### src/hdl/hed_pkg.sv
// Shared types, character codes and the entity name table for the HTML
// entity decoder. No dependencies; the files that use it refer to it by scope.
package hed_pkg;

	localparam logic [7:0] CH_AMP  = 8'h26;
	localparam logic [7:0] CH_SEMI = 8'h3B;
	localparam logic [7:0] CH_HASH = 8'h23;
	localparam logic [7:0] CH_X    = 8'h78;

	localparam logic [1:0] ERR_NONE    = 2'd0;
	localparam logic [1:0] ERR_NODIGIT = 2'd1;
	localparam logic [1:0] ERR_UNKNOWN = 2'd2;

	localparam int ENTITY_COUNT = 21;
	localparam int ENTITY_LEN_MAX = 5;
	localparam int RESULT_CAP = 8;

	typedef enum logic [1:0] {
		MODE_SCAN         = 2'd0,
		MODE_COLLECT      = 2'd1,
		MODE_DROP_NODIGIT = 2'd2,
		MODE_DROP_UNKNOWN = 2'd3
	} mode_t;

	// Name bytes are left-justified: byte 0 sits in the top eight bits.
	typedef struct packed {
		logic [39:0] text;
		logic [2:0]  len;
		logic [7:0]  code;
	} entity_t;

	// Request from the sequencer to the output stage.
	typedef struct packed {
		logic       emit;
		logic [7:0] data;
		logic [1:0] err;
		logic       finish;
		logic       string_end;
	} ostage_ctl_t;

	typedef struct packed {
		logic can_emit;
		logic can_finish;
	} ostage_sts_t;

	function automatic entity_t entity_at(input logic [4:0] k);
		entity_t e;
		unique case (k)
			5'd0:    e = '{{"amp", 16'h0},  3'd3, 8'h26};
			5'd1:    e = '{{"lt", 24'h0},   3'd2, 8'h3C};
			5'd2:    e = '{{"gt", 24'h0},   3'd2, 8'h3E};
			5'd3:    e = '{{"nbsp", 8'h0},  3'd4, 8'hA0};
			5'd4:    e = '{{"quot", 8'h0},  3'd4, 8'h22};
			5'd5:    e = '{{"apos", 8'h0},  3'd4, 8'h27};
			5'd6:    e = '{{"sect", 8'h0},  3'd4, 8'hA7};
			5'd7:    e = '{{"euro", 8'h0},  3'd4, 8'h80};
			5'd8:    e = '{"pound",         3'd5, 8'hA3};
			5'd9:    e = '{{"cent", 8'h0},  3'd4, 8'hA2};
			5'd10:   e = '{{"yen", 16'h0},  3'd3, 8'hA5};
			5'd11:   e = '{{"copy", 8'h0},  3'd4, 8'hA9};
			5'd12:   e = '{{"reg", 16'h0},  3'd3, 8'hAE};
			5'd13:   e = '{"trade",         3'd5, 8'h99};
			5'd14:   e = '{{"Auml", 8'h0},  3'd4, 8'hC4};
			5'd15:   e = '{{"auml", 8'h0},  3'd4, 8'hE4};
			5'd16:   e = '{{"Ouml", 8'h0},  3'd4, 8'hD6};
			5'd17:   e = '{{"ouml", 8'h0},  3'd4, 8'hF6};
			5'd18:   e = '{{"Uuml", 8'h0},  3'd4, 8'hDC};
			5'd19:   e = '{{"uuml", 8'h0},  3'd4, 8'hFC};
			5'd20:   e = '{"szlig",         3'd5, 8'hDF};
			default: e = '{40'h0, 3'd0, 8'h00};
		endcase
		return e;
	endfunction

endpackage

### src/hdl/hed_in_if.sv
// Input channel of the HTML entity decoder: one string byte per transaction.
// Stands alone; no package needed.
interface hed_in_if;
	logic       valid;
	logic       ready;
	logic [7:0] in_byte;
	logic       string_end;

	modport source(output valid, in_byte, string_end, input ready);
	modport sink(input valid, in_byte, string_end, output ready);
endinterface

### src/hdl/hed_out_if.sv
// Result channel of the HTML entity decoder: one decoded byte or error per
// transaction. Stands alone; no package needed.
interface hed_out_if;
	logic       valid;
	logic       ready;
	logic [7:0] out_byte;
	logic [1:0] error_code;
	logic       run_last;
	logic       string_done;

	modport source(output valid, out_byte, error_code, run_last, string_done, input ready);
	modport sink(input valid, out_byte, error_code, run_last, string_done, output ready);
endinterface

### src/hdl/hed_num_unit.sv
// Shared digit unit: decodes one name byte and folds it into the numeric
// entity value, decimal or hex. Uses nothing from the package.
module hed_num_unit (
	input  logic       clk,
	input  logic       arst_n,
	input  logic       start,
	input  logic       step,
	input  logic       hex,
	input  logic [7:0] ch,
	output logic       is_digit,
	output logic       any_digit,
	output logic [7:0] value
);

	logic [3:0] digit;
	logic [7:0] value_next;
	logic [7:0] value_q;
	logic       any_q;

	always_comb begin
		digit    = 4'd0;
		is_digit = 1'b0;
		if (ch >= 8'h30 && ch <= 8'h39) begin
			digit    = 4'(ch - 8'h30);
			is_digit = 1'b1;
		end else if (hex && ch >= 8'h61 && ch <= 8'h66) begin
			digit    = 4'(ch - 8'h57);
			is_digit = 1'b1;
		end else if (hex && ch >= 8'h41 && ch <= 8'h46) begin
			digit    = 4'(ch - 8'h37);
			is_digit = 1'b1;
		end
	end

	// times ten as shift-add for decimal, a nibble shift for hex, kept to the low byte
	assign value_next = hex ? {value_q[3:0], digit}
	                        : 8'((value_q << 3) + (value_q << 1) + {4'd0, digit});

	always_ff @(posedge clk or negedge arst_n) begin
		if (!arst_n) begin
			any_q <= 1'b0;
		end else if (start) begin
			any_q <= 1'b0;
		end else if (step && is_digit) begin
			any_q <= 1'b1;
		end
	end

	always_ff @(posedge clk) begin
		if (start) begin
			value_q <= 8'd0;
		end else if (step && is_digit) begin
			value_q <= value_next;
		end
	end

	assign any_digit = any_q;
	assign value     = value_q;

endmodule

### src/hdl/hed_out_stage.sv
// Output stage: holds the newest result back until the next one or the end
// of the item shows whether it is the last. Depends on hed_pkg, hed_out_if.
module hed_out_stage (
	input  logic                 clk,
	input  logic                 arst_n,
	input  hed_pkg::ostage_ctl_t ctl,
	output hed_pkg::ostage_sts_t sts,
	hed_out_if.source            result
);

	logic       pend_v_q;
	logic [7:0] pend_data_q;
	logic [1:0] pend_err_q;
	logic       out_v_q;
	logic [7:0] out_byte_q;
	logic [1:0] out_err_q;
	logic       out_last_q;
	logic       out_done_q;
	logic       out_free;
	logic       push;

	assign out_free       = !out_v_q || result.ready;
	assign sts.can_emit   = !pend_v_q || out_free;
	assign sts.can_finish = !pend_v_q || out_free;
	assign push           = pend_v_q && (ctl.emit || ctl.finish);

	always_ff @(posedge clk or negedge arst_n) begin
		if (!arst_n) begin
			pend_v_q <= 1'b0;
			out_v_q  <= 1'b0;
		end else begin
			if (ctl.emit) begin
				pend_v_q <= 1'b1;
			end else if (ctl.finish) begin
				pend_v_q <= 1'b0;
			end
			if (push) begin
				out_v_q <= 1'b1;
			end else if (result.ready) begin
				out_v_q <= 1'b0;
			end
		end
	end

	always_ff @(posedge clk) begin
		if (ctl.emit) begin
			pend_data_q <= ctl.data;
			pend_err_q  <= ctl.err;
		end
		if (push) begin
			out_byte_q <= pend_data_q;
			out_err_q  <= pend_err_q;
			out_last_q <= ctl.finish;
			out_done_q <= ctl.finish && ctl.string_end;
		end
	end

	assign result.valid       = out_v_q;
	assign result.out_byte    = out_byte_q;
	assign result.error_code  = out_err_q;
	assign result.run_last    = out_last_q;
	assign result.string_done = out_done_q;

endmodule

### src/hdl/html_entity_decoder.sv
// Top level of the HTML entity decoder. Depends on hed_pkg, hed_in_if,
// hed_out_if, hed_num_unit and hed_out_stage.
//
// One string byte is taken per transaction and the block stays busy until
// every result of that byte has entered the output stage. A plain byte passes
// through take, dispatch, scan, end check and close. The scanner looks at
// each byte in turn; a ';' that closes a name runs the numeric digits through
// the shared digit unit, or walks the name table one entry at a time (up to
// 21 entries tried); an empty or overlong name, or a string end while a name
// is pending, first copies the held name and the unread bytes into the replay
// queue. A result held by a stalled sink stops the sequencer at its next
// result. Up to RESULT_CAP results are produced per byte; any beyond that are
// dropped.
module html_entity_decoder #(
	parameter int NAME_MAX = 6
) (
	input logic       clk,
	input logic       arst_n,
	hed_in_if.sink    item,
	hed_out_if.source result
);

	localparam int QCAP = NAME_MAX + 2;
	localparam int QW   = $clog2(QCAP);
	localparam int LW   = $clog2(QCAP + 1);
	localparam int SW   = $clog2(NAME_MAX);
	localparam int CW   = $clog2(NAME_MAX + 1);

	typedef enum logic [6:0] {
		ST_IDLE  = 7'b0000001,
		ST_START = 7'b0000010,
		ST_PROC  = 7'b0000100,
		ST_NUM   = 7'b0001000,
		ST_MATCH = 7'b0010000,
		ST_COPY  = 7'b0100000,
		ST_FIN   = 7'b1000000
	} state_t;

	state_t         state_q;
	hed_pkg::mode_t mode_q;
	logic           end_q;
	logic           bank_q;
	logic [LW-1:0]  qidx_q;
	logic [LW-1:0]  qlen_q;
	logic [CW-1:0]  count_q;
	logic [CW-1:0]  nlen_q;
	logic [CW-1:0]  pos_q;
	logic           hex_q;
	logic [4:0]     ent_q;
	logic [LW-1:0]  cpy_k_q;
	logic [CW-1:0]  cpy_c_q;
	logic [LW-1:0]  cpy_len_q;
	logic [3:0]     ncnt_q;
	logic [7:0]     qbuf_q [2][QCAP];
	logic [7:0]     store_q [NAME_MAX];

	hed_pkg::ostage_ctl_t ctl;
	hed_pkg::ostage_sts_t sts;
	hed_pkg::entity_t     ent;

	logic          accept;
	logic [LW-1:0] src_idx;
	logic [QW-1:0] ridx;
	logic [7:0]    rbyte;
	logic          at_end;
	logic          do_flush;
	logic          col_finish;
	logic          col_store;
	logic          col_replay;
	logic          drop_mode;
	logic          emit_req;
	logic [7:0]    emit_data;
	logic [1:0]    emit_err;
	logic          cap_hit;
	logic          proceed;
	logic          num_start;
	logic          num_more;
	logic          num_digit;
	logic          num_any;
	logic [7:0]    num_value;
	logic [7:0]    num_ch;
	logic          ent_hit;
	logic          ent_last;
	logic          name_hash;
	logic          name_hex;
	logic [LW-1:0] replay_len;

	assign accept     = item.valid && item.ready;
	assign item.ready = (state_q == ST_IDLE);

	assign src_idx = qidx_q + (cpy_k_q - LW'(cpy_c_q));
	assign ridx    = (state_q == ST_COPY) ? src_idx[QW-1:0] : qidx_q[QW-1:0];
	assign rbyte   = qbuf_q[bank_q][ridx];

	assign drop_mode  = (mode_q == hed_pkg::MODE_DROP_NODIGIT) ||
	                    (mode_q == hed_pkg::MODE_DROP_UNKNOWN);
	assign at_end     = (qidx_q == qlen_q);
	assign do_flush   = at_end && end_q && (mode_q == hed_pkg::MODE_COLLECT);
	assign col_finish = (rbyte == hed_pkg::CH_SEMI) && (count_q != '0);
	assign col_store  = (rbyte != hed_pkg::CH_SEMI) && (count_q < CW'(NAME_MAX));
	assign col_replay = !col_finish && !col_store;
	assign replay_len = LW'(count_q) + qlen_q - qidx_q;
	assign name_hash  = (store_q[0] == hed_pkg::CH_HASH);
	assign name_hex   = (count_q >= CW'(2)) && (store_q[1] == hed_pkg::CH_X);

	assign num_ch    = store_q[pos_q[SW-1:0]];
	assign num_more  = (pos_q < nlen_q) && num_digit;
	assign num_start = (state_q == ST_PROC) && !at_end &&
	                   (mode_q == hed_pkg::MODE_COLLECT) && col_finish && name_hash;

	hed_num_unit u_num (
		.clk       (clk),
		.arst_n    (arst_n),
		.start     (num_start),
		.step      ((state_q == ST_NUM) && num_more),
		.hex       (hex_q),
		.ch        (num_ch),
		.is_digit  (num_digit),
		.any_digit (num_any),
		.value     (num_value)
	);

	// compare the held name against one table entry per cycle
	always_comb begin
		ent     = hed_pkg::entity_at(ent_q);
		ent_hit = (CW'(ent.len) == nlen_q);
		for (int k = 0; k < hed_pkg::ENTITY_LEN_MAX; k++) begin
			if (CW'(k) < nlen_q && store_q[k] != ent.text[39 - 8 * k -: 8]) begin
				ent_hit = 1'b0;
			end
		end
		ent_last = (ent_q == 5'(hed_pkg::ENTITY_COUNT - 1));
	end

	always_comb begin
		emit_req  = 1'b0;
		emit_data = 8'd0;
		emit_err  = hed_pkg::ERR_NONE;
		unique case (state_q)
			ST_START: begin
				if (drop_mode && end_q) begin
					emit_req = 1'b1;
					emit_err = (mode_q == hed_pkg::MODE_DROP_NODIGIT) ?
					           hed_pkg::ERR_NODIGIT : hed_pkg::ERR_UNKNOWN;
				end
			end
			ST_PROC: begin
				if (do_flush) begin
					emit_req  = 1'b1;
					emit_data = hed_pkg::CH_AMP;
				end else if (!at_end) begin
					if (mode_q == hed_pkg::MODE_SCAN && rbyte != hed_pkg::CH_AMP) begin
						emit_req  = 1'b1;
						emit_data = rbyte;
					end else if (mode_q == hed_pkg::MODE_COLLECT && col_replay) begin
						emit_req  = 1'b1;
						emit_data = hed_pkg::CH_AMP;
					end
				end
			end
			ST_NUM: begin
				if (!num_more) begin
					emit_req = 1'b1;
					if (!num_any) begin
						emit_err = hed_pkg::ERR_NODIGIT;
					end else if (num_value == 8'd0) begin
						emit_err = hed_pkg::ERR_UNKNOWN;
					end else begin
						emit_data = num_value;
					end
				end
			end
			ST_MATCH: begin
				if (ent_hit) begin
					emit_req  = 1'b1;
					emit_data = ent.code;
				end else if (ent_last) begin
					emit_req = 1'b1;
					emit_err = hed_pkg::ERR_UNKNOWN;
				end
			end
			default: ;
		endcase
	end

	assign cap_hit = (ncnt_q == 4'(hed_pkg::RESULT_CAP));
	assign proceed = !emit_req || cap_hit || sts.can_emit;

	assign ctl.emit       = emit_req && !cap_hit && sts.can_emit;
	assign ctl.data       = emit_data;
	assign ctl.err        = emit_err;
	assign ctl.finish     = (state_q == ST_FIN) && sts.can_finish;
	assign ctl.string_end = end_q;

	hed_out_stage u_out (
		.clk    (clk),
		.arst_n (arst_n),
		.ctl    (ctl),
		.sts    (sts),
		.result (result)
	);

	always_ff @(posedge clk or negedge arst_n) begin
		if (!arst_n) begin
			state_q   <= ST_IDLE;
			mode_q    <= hed_pkg::MODE_SCAN;
			end_q     <= 1'b0;
			bank_q    <= 1'b0;
			qidx_q    <= '0;
			qlen_q    <= '0;
			count_q   <= '0;
			nlen_q    <= '0;
			pos_q     <= '0;
			hex_q     <= 1'b0;
			ent_q     <= 5'd0;
			cpy_k_q   <= '0;
			cpy_c_q   <= '0;
			cpy_len_q <= '0;
			ncnt_q    <= 4'd0;
		end else begin
			if (ctl.emit) begin
				ncnt_q <= ncnt_q + 4'd1;
			end
			unique case (state_q)
				ST_IDLE: begin
					if (accept) begin
						end_q   <= item.string_end;
						qidx_q  <= '0;
						qlen_q  <= LW'(1);
						ncnt_q  <= 4'd0;
						state_q <= ST_START;
					end
				end
				ST_START: begin
					if (proceed) begin
						state_q <= drop_mode ? ST_FIN : ST_PROC;
					end
				end
				ST_PROC: begin
					if (at_end) begin
						if (do_flush) begin
							if (proceed) begin
								cpy_k_q   <= '0;
								cpy_c_q   <= count_q;
								cpy_len_q <= replay_len;
								count_q   <= '0;
								mode_q    <= hed_pkg::MODE_SCAN;
								state_q   <= ST_COPY;
							end
						end else begin
							state_q <= ST_FIN;
						end
					end else begin
						unique case (mode_q)
							hed_pkg::MODE_SCAN: begin
								if (rbyte == hed_pkg::CH_AMP) begin
									mode_q  <= hed_pkg::MODE_COLLECT;
									count_q <= '0;
									qidx_q  <= qidx_q + LW'(1);
								end else if (proceed) begin
									qidx_q <= qidx_q + LW'(1);
								end
							end
							hed_pkg::MODE_COLLECT: begin
								if (col_finish) begin
									qidx_q  <= qidx_q + LW'(1);
									mode_q  <= hed_pkg::MODE_SCAN;
									count_q <= '0;
									nlen_q  <= count_q;
									hex_q   <= name_hex;
									pos_q   <= name_hex ? CW'(2) : CW'(1);
									ent_q   <= 5'd0;
									state_q <= name_hash ? ST_NUM : ST_MATCH;
								end else if (col_store) begin
									count_q <= count_q + CW'(1);
									qidx_q  <= qidx_q + LW'(1);
								end else if (proceed) begin
									// replay the held name ahead of the unread bytes
									cpy_k_q   <= '0;
									cpy_c_q   <= count_q;
									cpy_len_q <= replay_len;
									count_q   <= '0;
									mode_q    <= hed_pkg::MODE_SCAN;
									state_q   <= ST_COPY;
								end
							end
							default: begin
								qidx_q <= qidx_q + LW'(1);
							end
						endcase
					end
				end
				ST_NUM: begin
					if (num_more) begin
						pos_q <= pos_q + CW'(1);
					end else if (proceed) begin
						if (!num_any) begin
							mode_q <= hed_pkg::MODE_DROP_NODIGIT;
						end else if (num_value == 8'd0) begin
							mode_q <= hed_pkg::MODE_DROP_UNKNOWN;
						end
						state_q <= ST_PROC;
					end
				end
				ST_MATCH: begin
					if (ent_hit) begin
						if (proceed) begin
							state_q <= ST_PROC;
						end
					end else if (ent_last) begin
						if (proceed) begin
							mode_q  <= hed_pkg::MODE_DROP_UNKNOWN;
							state_q <= ST_PROC;
						end
					end else begin
						ent_q <= ent_q + 5'd1;
					end
				end
				ST_COPY: begin
					if (cpy_k_q == cpy_len_q) begin
						bank_q  <= !bank_q;
						qidx_q  <= '0;
						qlen_q  <= cpy_len_q;
						state_q <= ST_PROC;
					end else begin
						cpy_k_q <= cpy_k_q + LW'(1);
					end
				end
				ST_FIN: begin
					if (sts.can_finish) begin
						if (end_q) begin
							mode_q  <= hed_pkg::MODE_SCAN;
							count_q <= '0;
						end
						state_q <= ST_IDLE;
					end
				end
				default: state_q <= ST_IDLE;
			endcase
		end
	end

	// payload storage: replay queue banks and the name bytes
	always_ff @(posedge clk) begin
		if (state_q == ST_IDLE && accept) begin
			qbuf_q[bank_q][0] <= item.in_byte;
		end else if (state_q == ST_COPY && cpy_k_q != cpy_len_q) begin
			qbuf_q[!bank_q][cpy_k_q[QW-1:0]] <=
				(LW'(cpy_c_q) > cpy_k_q) ? store_q[cpy_k_q[SW-1:0]] : rbyte;
		end
		if (state_q == ST_PROC && !at_end && mode_q == hed_pkg::MODE_COLLECT &&
		    col_store) begin
			store_q[count_q[SW-1:0]] <= rbyte;
		end
	end

endmodule

### src/flat_wrapper.sv
// flat-port wrapper written by rule: the top's interface ports become plain ports
module html_entity_decoder_flat 
#(
	parameter int NAME_MAX = 6
)
  (clk, arst_n, item_valid, item_in_byte, item_string_end, item_ready, result_valid, result_out_byte, result_error_code, result_run_last, result_string_done, result_ready);
  hed_in_if item_i ();
  hed_out_if result_i ();
  input logic clk;
  input logic arst_n;
  input wire logic [$bits(item_i.valid)-1:0] item_valid;
  input wire logic [$bits(item_i.in_byte)-1:0] item_in_byte;
  input wire logic [$bits(item_i.string_end)-1:0] item_string_end;
  output wire logic [$bits(item_i.ready)-1:0] item_ready;
  output wire logic [$bits(result_i.valid)-1:0] result_valid;
  output wire logic [$bits(result_i.out_byte)-1:0] result_out_byte;
  output wire logic [$bits(result_i.error_code)-1:0] result_error_code;
  output wire logic [$bits(result_i.run_last)-1:0] result_run_last;
  output wire logic [$bits(result_i.string_done)-1:0] result_string_done;
  input wire logic [$bits(result_i.ready)-1:0] result_ready;
  assign item_i.valid = item_valid;
  assign item_i.in_byte = item_in_byte;
  assign item_i.string_end = item_string_end;
  assign item_ready = item_i.ready;
  assign result_valid = result_i.valid;
  assign result_out_byte = result_i.out_byte;
  assign result_error_code = result_i.error_code;
  assign result_run_last = result_i.run_last;
  assign result_string_done = result_i.string_done;
  assign result_i.ready = result_ready;
  html_entity_decoder #(.NAME_MAX(NAME_MAX)) u_core (.clk(clk), .arst_n(arst_n), .item(item_i), .result(result_i));
endmodule
### config.mk
export PLATFORM = sky130hd
export DESIGN_NAME = html_entity_decoder_flat
export DESIGN_NICKNAME = d
export VERILOG_FILES = /design/src/hdl/hed_pkg.sv /design/src/hdl/hed_in_if.sv /design/src/hdl/hed_out_if.sv /design/src/hdl/hed_num_unit.sv /design/src/hdl/hed_out_stage.sv /design/src/hdl/html_entity_decoder.sv /design/src/flat_wrapper.sv
export SDC_FILE = /design/constraint.sdc
export NUM_CORES = 1
export LEC_CHECK = 0
export BUFFER_PORTS_ARGS = -buffer_cell sky130_fd_sc_hd__buf_2
export CORE_MARGIN = 2
export CORE_UTILIZATION = 50
export CTS_CLUSTER_DIAMETER = 80
export DETAILED_ROUTE_END_ITERATION = 6
export PLACE_DENSITY = 0.68
export SETUP_SLACK_MARGIN = 0.15
export SLEW_MARGIN = 20
export SYNTH_ARGS = -nofsm -noshare
export SYNTH_HDL_FRONTEND = slang
export SYNTH_SLANG_ARGS = --single-unit
### constraint.sdc
create_clock -name clk -period 5.5 [get_ports clk]
set_input_delay 0.55 -clock clk [delete_from_list [all_inputs] [get_ports clk]]
set_output_delay 0.55 -clock clk [all_outputs]
set_load 0.02 [all_outputs]
# Word-level counts from Yosys, hierarchy flattened
# Memory sizes are Yosys's and may differ from the RTL's.
# Cells that the tools add are included.
# classes
n_addsub	15
magnitude_cmp	18
n_eq_ne	58
n_mux	152
n_bitwise	3
n_reduce_logical	77
# ops
operator	n
2-to-1 mux 64 bit	3
2-to-1 mux 4 bit	28
2-to-1 mux 7 bit	15
2-to-1 mux 8 bit	12
OR reduction 64 bit	1
2-to-1 mux 3 bit	19
one-hot mux 7 bit (7 select lines)	1
2-to-1 mux 2 bit	23
!= test 8 bit	5
logical AND 1 bit	36
2-to-1 mux 5 bit	6
2-to-1 mux 1 bit	29
binary-select mux 8 bit (select 3 bit)	1
demux 8 bit (select 3 bit)	1
equality test 8 x 6 -> 1 bit (second input constant)	3
!= test 2 x 1 -> 1 bit (second input constant)	12
one-hot mux 4 bit (2 select lines)	3
one-hot mux 8 bit (3 select lines)	1
AND reduction 6 bit	4
one-hot mux 3 bit (2 select lines)	3
nonzero test 2 bit	9
>= comparator 8 x 7 -> 1 bit (second input constant)	2
less-or-equal comparator 8 x 7 -> 1 bit (second input constant)	2
!= test 8 x 6 -> 1 bit (second input constant)	2
66 further kinds	102
# word_totals
regBits	82
mem_bits_rw	176
romBits	1408
in_bits	13
output_inout_bits	14
wordCells	351
memories	3
# mem_list
memory	words	word_bits	read_ports	rd_clocked_by_memory_dff	wr	line_no	text
(name not given)	32	44	1	0	0	hed_pkg.sv:48	unique case (k)
u_core.qbuf_q	2	64	1	0	1	html_entity_decoder.sv:54	logic [7:0] qbuf_q [2][QCAP];
u_core.store_q	6	8	7	0	1	html_entity_decoder.sv:55	logic [7:0] store_q [NAME_MAX];

# Longest topological paths before layout
# depth
depth_word	26
ltp_mapped	28
ltp_nobuf	25

# Hierarchy
# From an unflattened synthesis, not the netlist that was laid out.
# hier_totals
hier_cells	1338
area_unflattened_um2	15705.1
# by_module_without_submodules
module	instances	cells_per_inst	area_per_inst_um2	seq_area_each_um2
html_entity_decoder	1	1197	13988.4	6993.0
hed_num_unit	1	109	955.9	185.2
hed_out_stage	1	32	760.7	710.7

# Least setup slack after synthesis
# OpenSTA, ideal clock, no wires.
# synth_path
path_type	flip-flop to flip-flop
from	register u_core.cpy_k_q[1]
to	register u_core.cpy_c_q[2]
setup_ns	0.125
t_arrival_ns	5.116
required_ns	5.375
path_slack_ns	0.259
path_stages_with_launch	18
synth_period_minus_slack_ns	5.241
cell_sequence	dfrtp_1 > clkbuf_1 > clkinv_1 > fa_1 > fa_1 > xor2_1 > xor2_1 > o32ai_1 > a22oi_1 > and3_1 > clkbuf_1 > nor4_2 > a211oi_1 > or2_1 > or4_4 > a211o_1 > buf_6 > mux2_4
# synth_via
elab_chain_len	25
elab_cells_between_ends	34
# synth_rtl
item	line_no	text
start, declared	html_entity_decoder.sv:50	logic [LW-1:0] cpy_k_q;
start signal, assigned	html_entity_decoder.sv:326	cpy_k_q <= cpy_k_q + LW'(1);
subtractor 3 bit *	html_entity_decoder.sv:91	assign src_idx = qidx_q + (cpy_k_q - LW'(cpy_c_q));
adder 3 bit *	html_entity_decoder.sv:91	
2-to-1 mux 3 bit *	html_entity_decoder.sv:92	assign ridx = (state_q == ST_COPY) ? src_idx[QW-1:0] : qidx_q[QW-1:0];
inverter 3 -> 4 bit (implied by the code) *	html_entity_decoder.sv:93	assign rbyte = qbuf_q[bank_q][ridx];
binary-select mux 8 bit (select 3 bit) *	html_entity_decoder.sv:93	
2-to-1 mux 8 bit (implied by the code) * (2 in a row)	html_entity_decoder.sv:93	
equality test 8 x 6 -> 1 bit / != test 8 x 6 -> 1 bit (equally long branches)	html_entity_decoder.sv:99, html_entity_decoder.sv:100	
logical AND 1 bit, on equally long branches	html_entity_decoder.sv:99, html_entity_decoder.sv:100	
(+3 left out)	-	
2-to-1 mux 1 bit	html_entity_decoder.sv:155	end else if (mode_q == hed_pkg::MODE_COLLECT && col_replay) begin
2-to-1 mux 1 bit	html_entity_decoder.sv:152	if (mode_q == hed_pkg::MODE_SCAN && rbyte != hed_pkg::CH_AMP) begin
2-to-1 mux 1 bit	html_entity_decoder.sv:151	end else if (!at_end) begin
2-to-1 mux 1 bit	html_entity_decoder.sv:148	if (do_flush) begin
one-hot mux 1 bit (4 select lines)	html_entity_decoder.sv:139	unique case (state_q)
logical NOT 1 bit	html_entity_decoder.sv:187	assign proceed = !emit_req || cap_hit || sts.can_emit;
logical OR 1 bit (2 in a row)	html_entity_decoder.sv:187	
2-to-1 mux 3 bit (5 in a row)	-	
end signal, assigned	html_entity_decoder.sv:244	cpy_c_q <= count_q;
end signal, assigned	html_entity_decoder.sv:280	cpy_c_q <= count_q;
end, declared	html_entity_decoder.sv:51	logic [CW-1:0] cpy_c_q;
# Every way passes the cells marked *; elsewhere a longest branch is shown, timed or not. The select of a mux whose other input is x is not followed.
# A chain may end at the register's enable or synchronous reset.

# Final worst setup path
# layout_path
from	register u_core.qidx_q[0]
to	register u_core.cpy_len_q[0]
# layout_via
elab_chain_len	24
elab_cells_between_ends	39
# layout_rtl
item	line_no	text
start, declared	html_entity_decoder.sv:43	logic [LW-1:0] qidx_q;
start signal, assigned	html_entity_decoder.sv:259	qidx_q <= qidx_q + LW'(1);
start signal, assigned	html_entity_decoder.sv:261	qidx_q <= qidx_q + LW'(1);
start signal, assigned	html_entity_decoder.sv:266	qidx_q <= qidx_q + LW'(1);
adder 3 bit	html_entity_decoder.sv:91	
2-to-1 mux 3 bit	html_entity_decoder.sv:92	
inverter 3 -> 4 bit (implied by the code)	html_entity_decoder.sv:93	
binary-select mux 8 bit (select 3 bit)	html_entity_decoder.sv:93	
2-to-1 mux 8 bit (implied by the code) (2 in a row)	html_entity_decoder.sv:93	
equality test 8 x 6 -> 1 bit / != test 8 x 6 -> 1 bit (equally long branches)	html_entity_decoder.sv:99, html_entity_decoder.sv:100	
logical AND 1 bit, on equally long branches	html_entity_decoder.sv:99, html_entity_decoder.sv:100	
logical NOT 1 bit	html_entity_decoder.sv:101	assign col_replay = !col_finish && !col_store;
(+6 left out)	-	
one-hot mux 1 bit (4 select lines)	html_entity_decoder.sv:139	
logical NOT 1 bit	html_entity_decoder.sv:187	
logical OR 1 bit (2 in a row)	html_entity_decoder.sv:187	
2-to-1 mux 4 bit	html_entity_decoder.sv:242, html_entity_decoder.sv:277	
2-to-1 mux 4 bit	html_entity_decoder.sv:274	end else if (col_store) begin
2-to-1 mux 4 bit	html_entity_decoder.sv:265	if (col_finish) begin
2-to-1 mux 4 bit	html_entity_decoder.sv:254	unique case (mode_q)
2-to-1 mux 4 bit	html_entity_decoder.sv:240	if (at_end) begin
end signal, assigned	html_entity_decoder.sv:245	cpy_len_q <= replay_len;
end signal, assigned	html_entity_decoder.sv:281	cpy_len_q <= replay_len;
end, declared	html_entity_decoder.sv:52	logic [LW-1:0] cpy_len_q;
# Parallel ways exist; a longest one is shown, timed or not. The select of a mux whose other input is x is not followed.

==> impl_metrics.env <==
export IMPL_fp_dieArea_sq_um=31800
export IMPL_syn_cell_area_sq_um=15200
export IMPL_synth_edff_count=214
export IMPL_clk_latency_ns=0.57
export IMPL_cts_hold_buf=0
export IMPL_grt_setup_unrepaired="no"
export IMPL_path_class="reg2reg"
export IMPL_cts_sinks=274
export IMPL_wl_um=40100
export IMPL_synthDistinctLibCells=92
export IMPL_multi_input_area_sq_um=6900
export IMPL_n_antenna_cell=0
export IMPL_period_share=0.927
export IMPL_fmax_ghz=0.196
export IMPL_p_sw_frac=0.325
export IMPL_hp_class="in2async"
export IMPL_grt_first_pass_wirelength_um=62400
export IMPL_root_buffer="clkbuf_16"
export IMPL_synth_top_area_share=0.423
export IMPL_worstMarginPinSlew_ns=1.15
export IMPL_seqPwrFrac=0.428
export IMPL_die_h_um=178
export IMPL_detail_route_antenna_nets=0
export IMPL_regArea_sq_um=7890
export IMPL_required_ns=5.95
export IMPL_combPwrFrac=0.257
export IMPL_r2r_end="u_core.cpy_len_q[0]$_DFFE_PN0P_"
export IMPL_place_congestion=1.01
export IMPL_hold_violations=0
export IMPL_yosysTopAreaCell="edfxtp_1"
export IMPL_drcViolationCount=0
export IMPL_drtPass1Iterations=6
export IMPL_ios=27
export IMPL_synth_ff_type="edfxtp_1"
export IMPL_end_kind="register"
export IMPL_yosysSeqAreaShare=0.519
export IMPL_wl_per_cell_um=23.1
export IMPL_coreArea_sq_um=29800
export IMPL_crit_path_end="u_core.cpy_len_q[0]$_DFFE_PN0P_"
export IMPL_path_max_fanout=7
export IMPL_grtUsageMet3=0.0358
export IMPL_regToRegStartpoint="u_core.qidx_q[0]$_DFFE_PN0P_"
export IMPL_power_per_cell_area_nw_per_um2=365
export IMPL_htreeDepth=1
export IMPL_setup_viol=0
export IMPL_cts_made_buffers=30
export IMPL_place_hpwl_um=28800
export IMPL_top_usage_layer="met2"
export IMPL_use_met2=0.406
export IMPL_clock_skew_ns=0.0274
export IMPL_die_w_um=178
export IMPL_synth_area_leaders="edfxtp_1 (42%), dfrtp_1 (8.4%), mux4_2 (7.1%)"
export IMPL_ff2ff_setup_slack_ns=0.40
export IMPL_synthToLayoutAreaGrowth_pct=11.8
export IMPL_power_switching_w=0.00202
export IMPL_synthCells=1263
export IMPL_cts_max_path_buffers=3
export IMPL_rows=63
export IMPL_ir_worst_vdd_v=0.000301
export IMPL_outcome="finished, final reports clean"
export IMPL_ys_warn_count=0
export IMPL_cts_tree="built"
export IMPL_p_int_w=0.00419
export IMPL_place_port_buffers=26
export IMPL_slew_headroom=0.231
export IMPL_final_cells=1735
export IMPL_finalMaxSlewViolations=0
export IMPL_use_met1=0.369
export IMPL_grt_ovfl_total=0
export IMPL_antenna_found_initial=0
export IMPL_layout_drive_gt1_share=0.170
export IMPL_drt_iter0_drc=1242
export IMPL_grt_util_all_layers=0.258
export IMPL_grt_start_max_net_pins=53
export IMPL_leakagePower_nw=6.47
export IMPL_syn_avg_cell_area_sq_um=12.0
export IMPL_final_setup_tns_ns=0
export IMPL_worst_ep_arrival_time_ns=5.55
export IMPL_cp_startpoint="u_core.qidx_q[0]$_DFFE_PN0P_"
export IMPL_n_fill_cell=2440
export IMPL_vias_per_cell=6.38
export IMPL_grt_pass1_vias=10681
export IMPL_fin_crit_ns=5.10
export IMPL_critPathLaunchType="register"
export IMPL_ys_async_sr_fraction=0.190
export IMPL_fin_nets=1385
export IMPL_clk_pin_slew_ns=0.06
export IMPL_utilization=0.570
export IMPL_initial_core_util=0.510
export IMPL_pwr_share_clk=0.315
export IMPL_total_power_w=0.00620
export IMPL_vias=11061
export IMPL_drv_cap=0
export IMPL_ys_ff_latch=274
export IMPL_rr_worst_depth=18
export IMPL_dp_cells=1678
flip-flops by register name (all words and copies together), names as in the netlist, 4 cells and up:
register,flops
u_core.cpy_len_q,4
u_core.store_q,64
u_core.u_out.pend_data_q,8
u_core.state_q,7
u_core.u_num.value,8
u_core.cpy_k_q,4
u_core.ent_q,5
u_core.u_out.result.out_byte,8
u_core.ncnt_q,4
u_core.qidx_q,4
u_core.qbuf_q,128
u_core.qlen_q,4
metal layers:
metal  share of wire  up-vias
met5               0        -
met4           0.033        0
met3           0.087       92
met2            0.46      566
met1            0.42     5456
li1                -     4947
worst max-delay path, stage by stage (launching register included):
cell      delay (ns)
dfrtp_1         0.41
inv_1           0.15
ha_1            0.26
inv_1           0.06
ha_1            0.14
inv_1           0.05
fa_1            0.37
xor2_1          0.26
xor2_1          0.26
nor3_1          0.10
a31oi_2         0.28
a211oi_1        0.14
nor4b_4         0.47
and4_1          0.27
a211oi_1        0.10
or2_1           0.29
or4_4           0.54
a211o_1         0.47
mux2_4          0.35
power by group through the flow:
| stage | Combinational, W | Clock [W] | Sequential [W] |
|---|---|---|---|
| after floorplan | 0.00109 | 0 | 0.00261 |
| after global placement | 0.00151 | 0 | 0.00268 |
| after detailed placement | 0.00154 | 0 | 0.00269 |
| after CTS | 0.00155 | 0.00198 | 0.00265 |
| after global routing | 0.00173 | 0.00206 | 0.00267 |
| final | 0.00160 | 0.00195 | 0.00265 |
layout make-up:
cell class,count,area share
sequential,274,0.464
multi-input combinational,876,0.406
clock buffer,32,0.0446
inverter,63,0.0139
tap,390,0.0287
clock inverter,24,0.0127
timing repair buffer,76,0.0297
cells by family after synthesis:
| kind of cell | share of synthesized area |
|---|---|
| AO/OA/AOI/OAI | 0.130 |
| XOR/XNOR | 0.0242 |
| adder cells (fa/ha/maj) | 0.0454 |
| buffers and inverters | 0.0373 |
| flip-flops | 0.519 |
| multiplexers | 0.112 |
| other | 0.000247 |
| AND/OR/NAND/NOR | 0.132 |
cell usage after synthesis, types with 9 or more instances:
master / number
a211oi_1: 29
a21o_1: 17
a21oi_1: 51
a22oi_1: 10
a31oi_1: 11
and2_1: 11
and3_1: 15
buf_1: 9
buf_2: 11
clkbuf_1: 35
dfrtp_1: 51
edfxtp_1: 214
ha_1: 44
inv_1: 60
mux2_2: 9
mux2i_1: 38
mux4_2: 48
nand2_1: 98
nand2b_1: 25
nand3_1: 24
nor2_1: 83
nor2b_1: 17
nor3_1: 37
nor4_1: 13
o211ai_1: 11
o21ai_0: 46
xnor2_1: 27
xor2_1: 15
cells in the final DEF, fill, tap and decap left out, drive strengths merged, types with 11 or more instances in the layout:
cell type  netlist  layout
buf             30      76
a21oi           52      52
inv             60      62
nand2b          25      25
nor4            15      15
o211ai          12      12
xor2            15      15
nor3            39      39
ha              44      44
and3            15      15
a211oi          29      29
clkbuf          35      32
dfrtp           51      51
nand2           98      98
nor2            83      83
mux2            15      15
conb             1      16
o21ai           52      52
a31oi           11      11
edfxtp         214     214
nand3           24      24
mux4            50      50
a21o            18      18
nor2b           17      17
mux2i           38      38
and2            11      11
clkinv           3      18
xnor2           27      27
worst min-delay path by stage:
stage	slack, ns	to	depth (start not counted)
after detailed placement	0.41	u_core.u_out.result.out_byte[2]$_DFFE_PP_	0
after CTS	0.15	u_core.u_out.result.valid$_DFFE_PN0P_	2
final	0.11	u_core.ent_q[1]$_DFFE_PN0P_	2
after floorplan	0.25	u_core.bank_q$_DFFE_PN0P_	0
after global placement	0.41	u_core.u_out.result.out_byte[2]$_DFFE_PP_	0
after global routing	0.17	u_core.ent_q[1]$_DFFE_PN0P_	2
what timing repair did:
action,CTS,global route
setup buffers,0,1
setup endpoints to repair,0,30
gates resized for setup,0,7
metrics by stage:
stage / instance area (sq um) / setup slack (ns) / hold slack (ns)
after global placement: 16000 / 0.539 / 0.410
after floorplan: 15300 / 0.259 / 0.254
after global routing: 17000 / 0.125 / 0.171
after detailed placement: 16000 / 0.386 / 0.405
after CTS: 16900 / 0.355 / 0.154
final: 17000 / 0.399 / 0.107
Power figures use the tool's default switching activity.
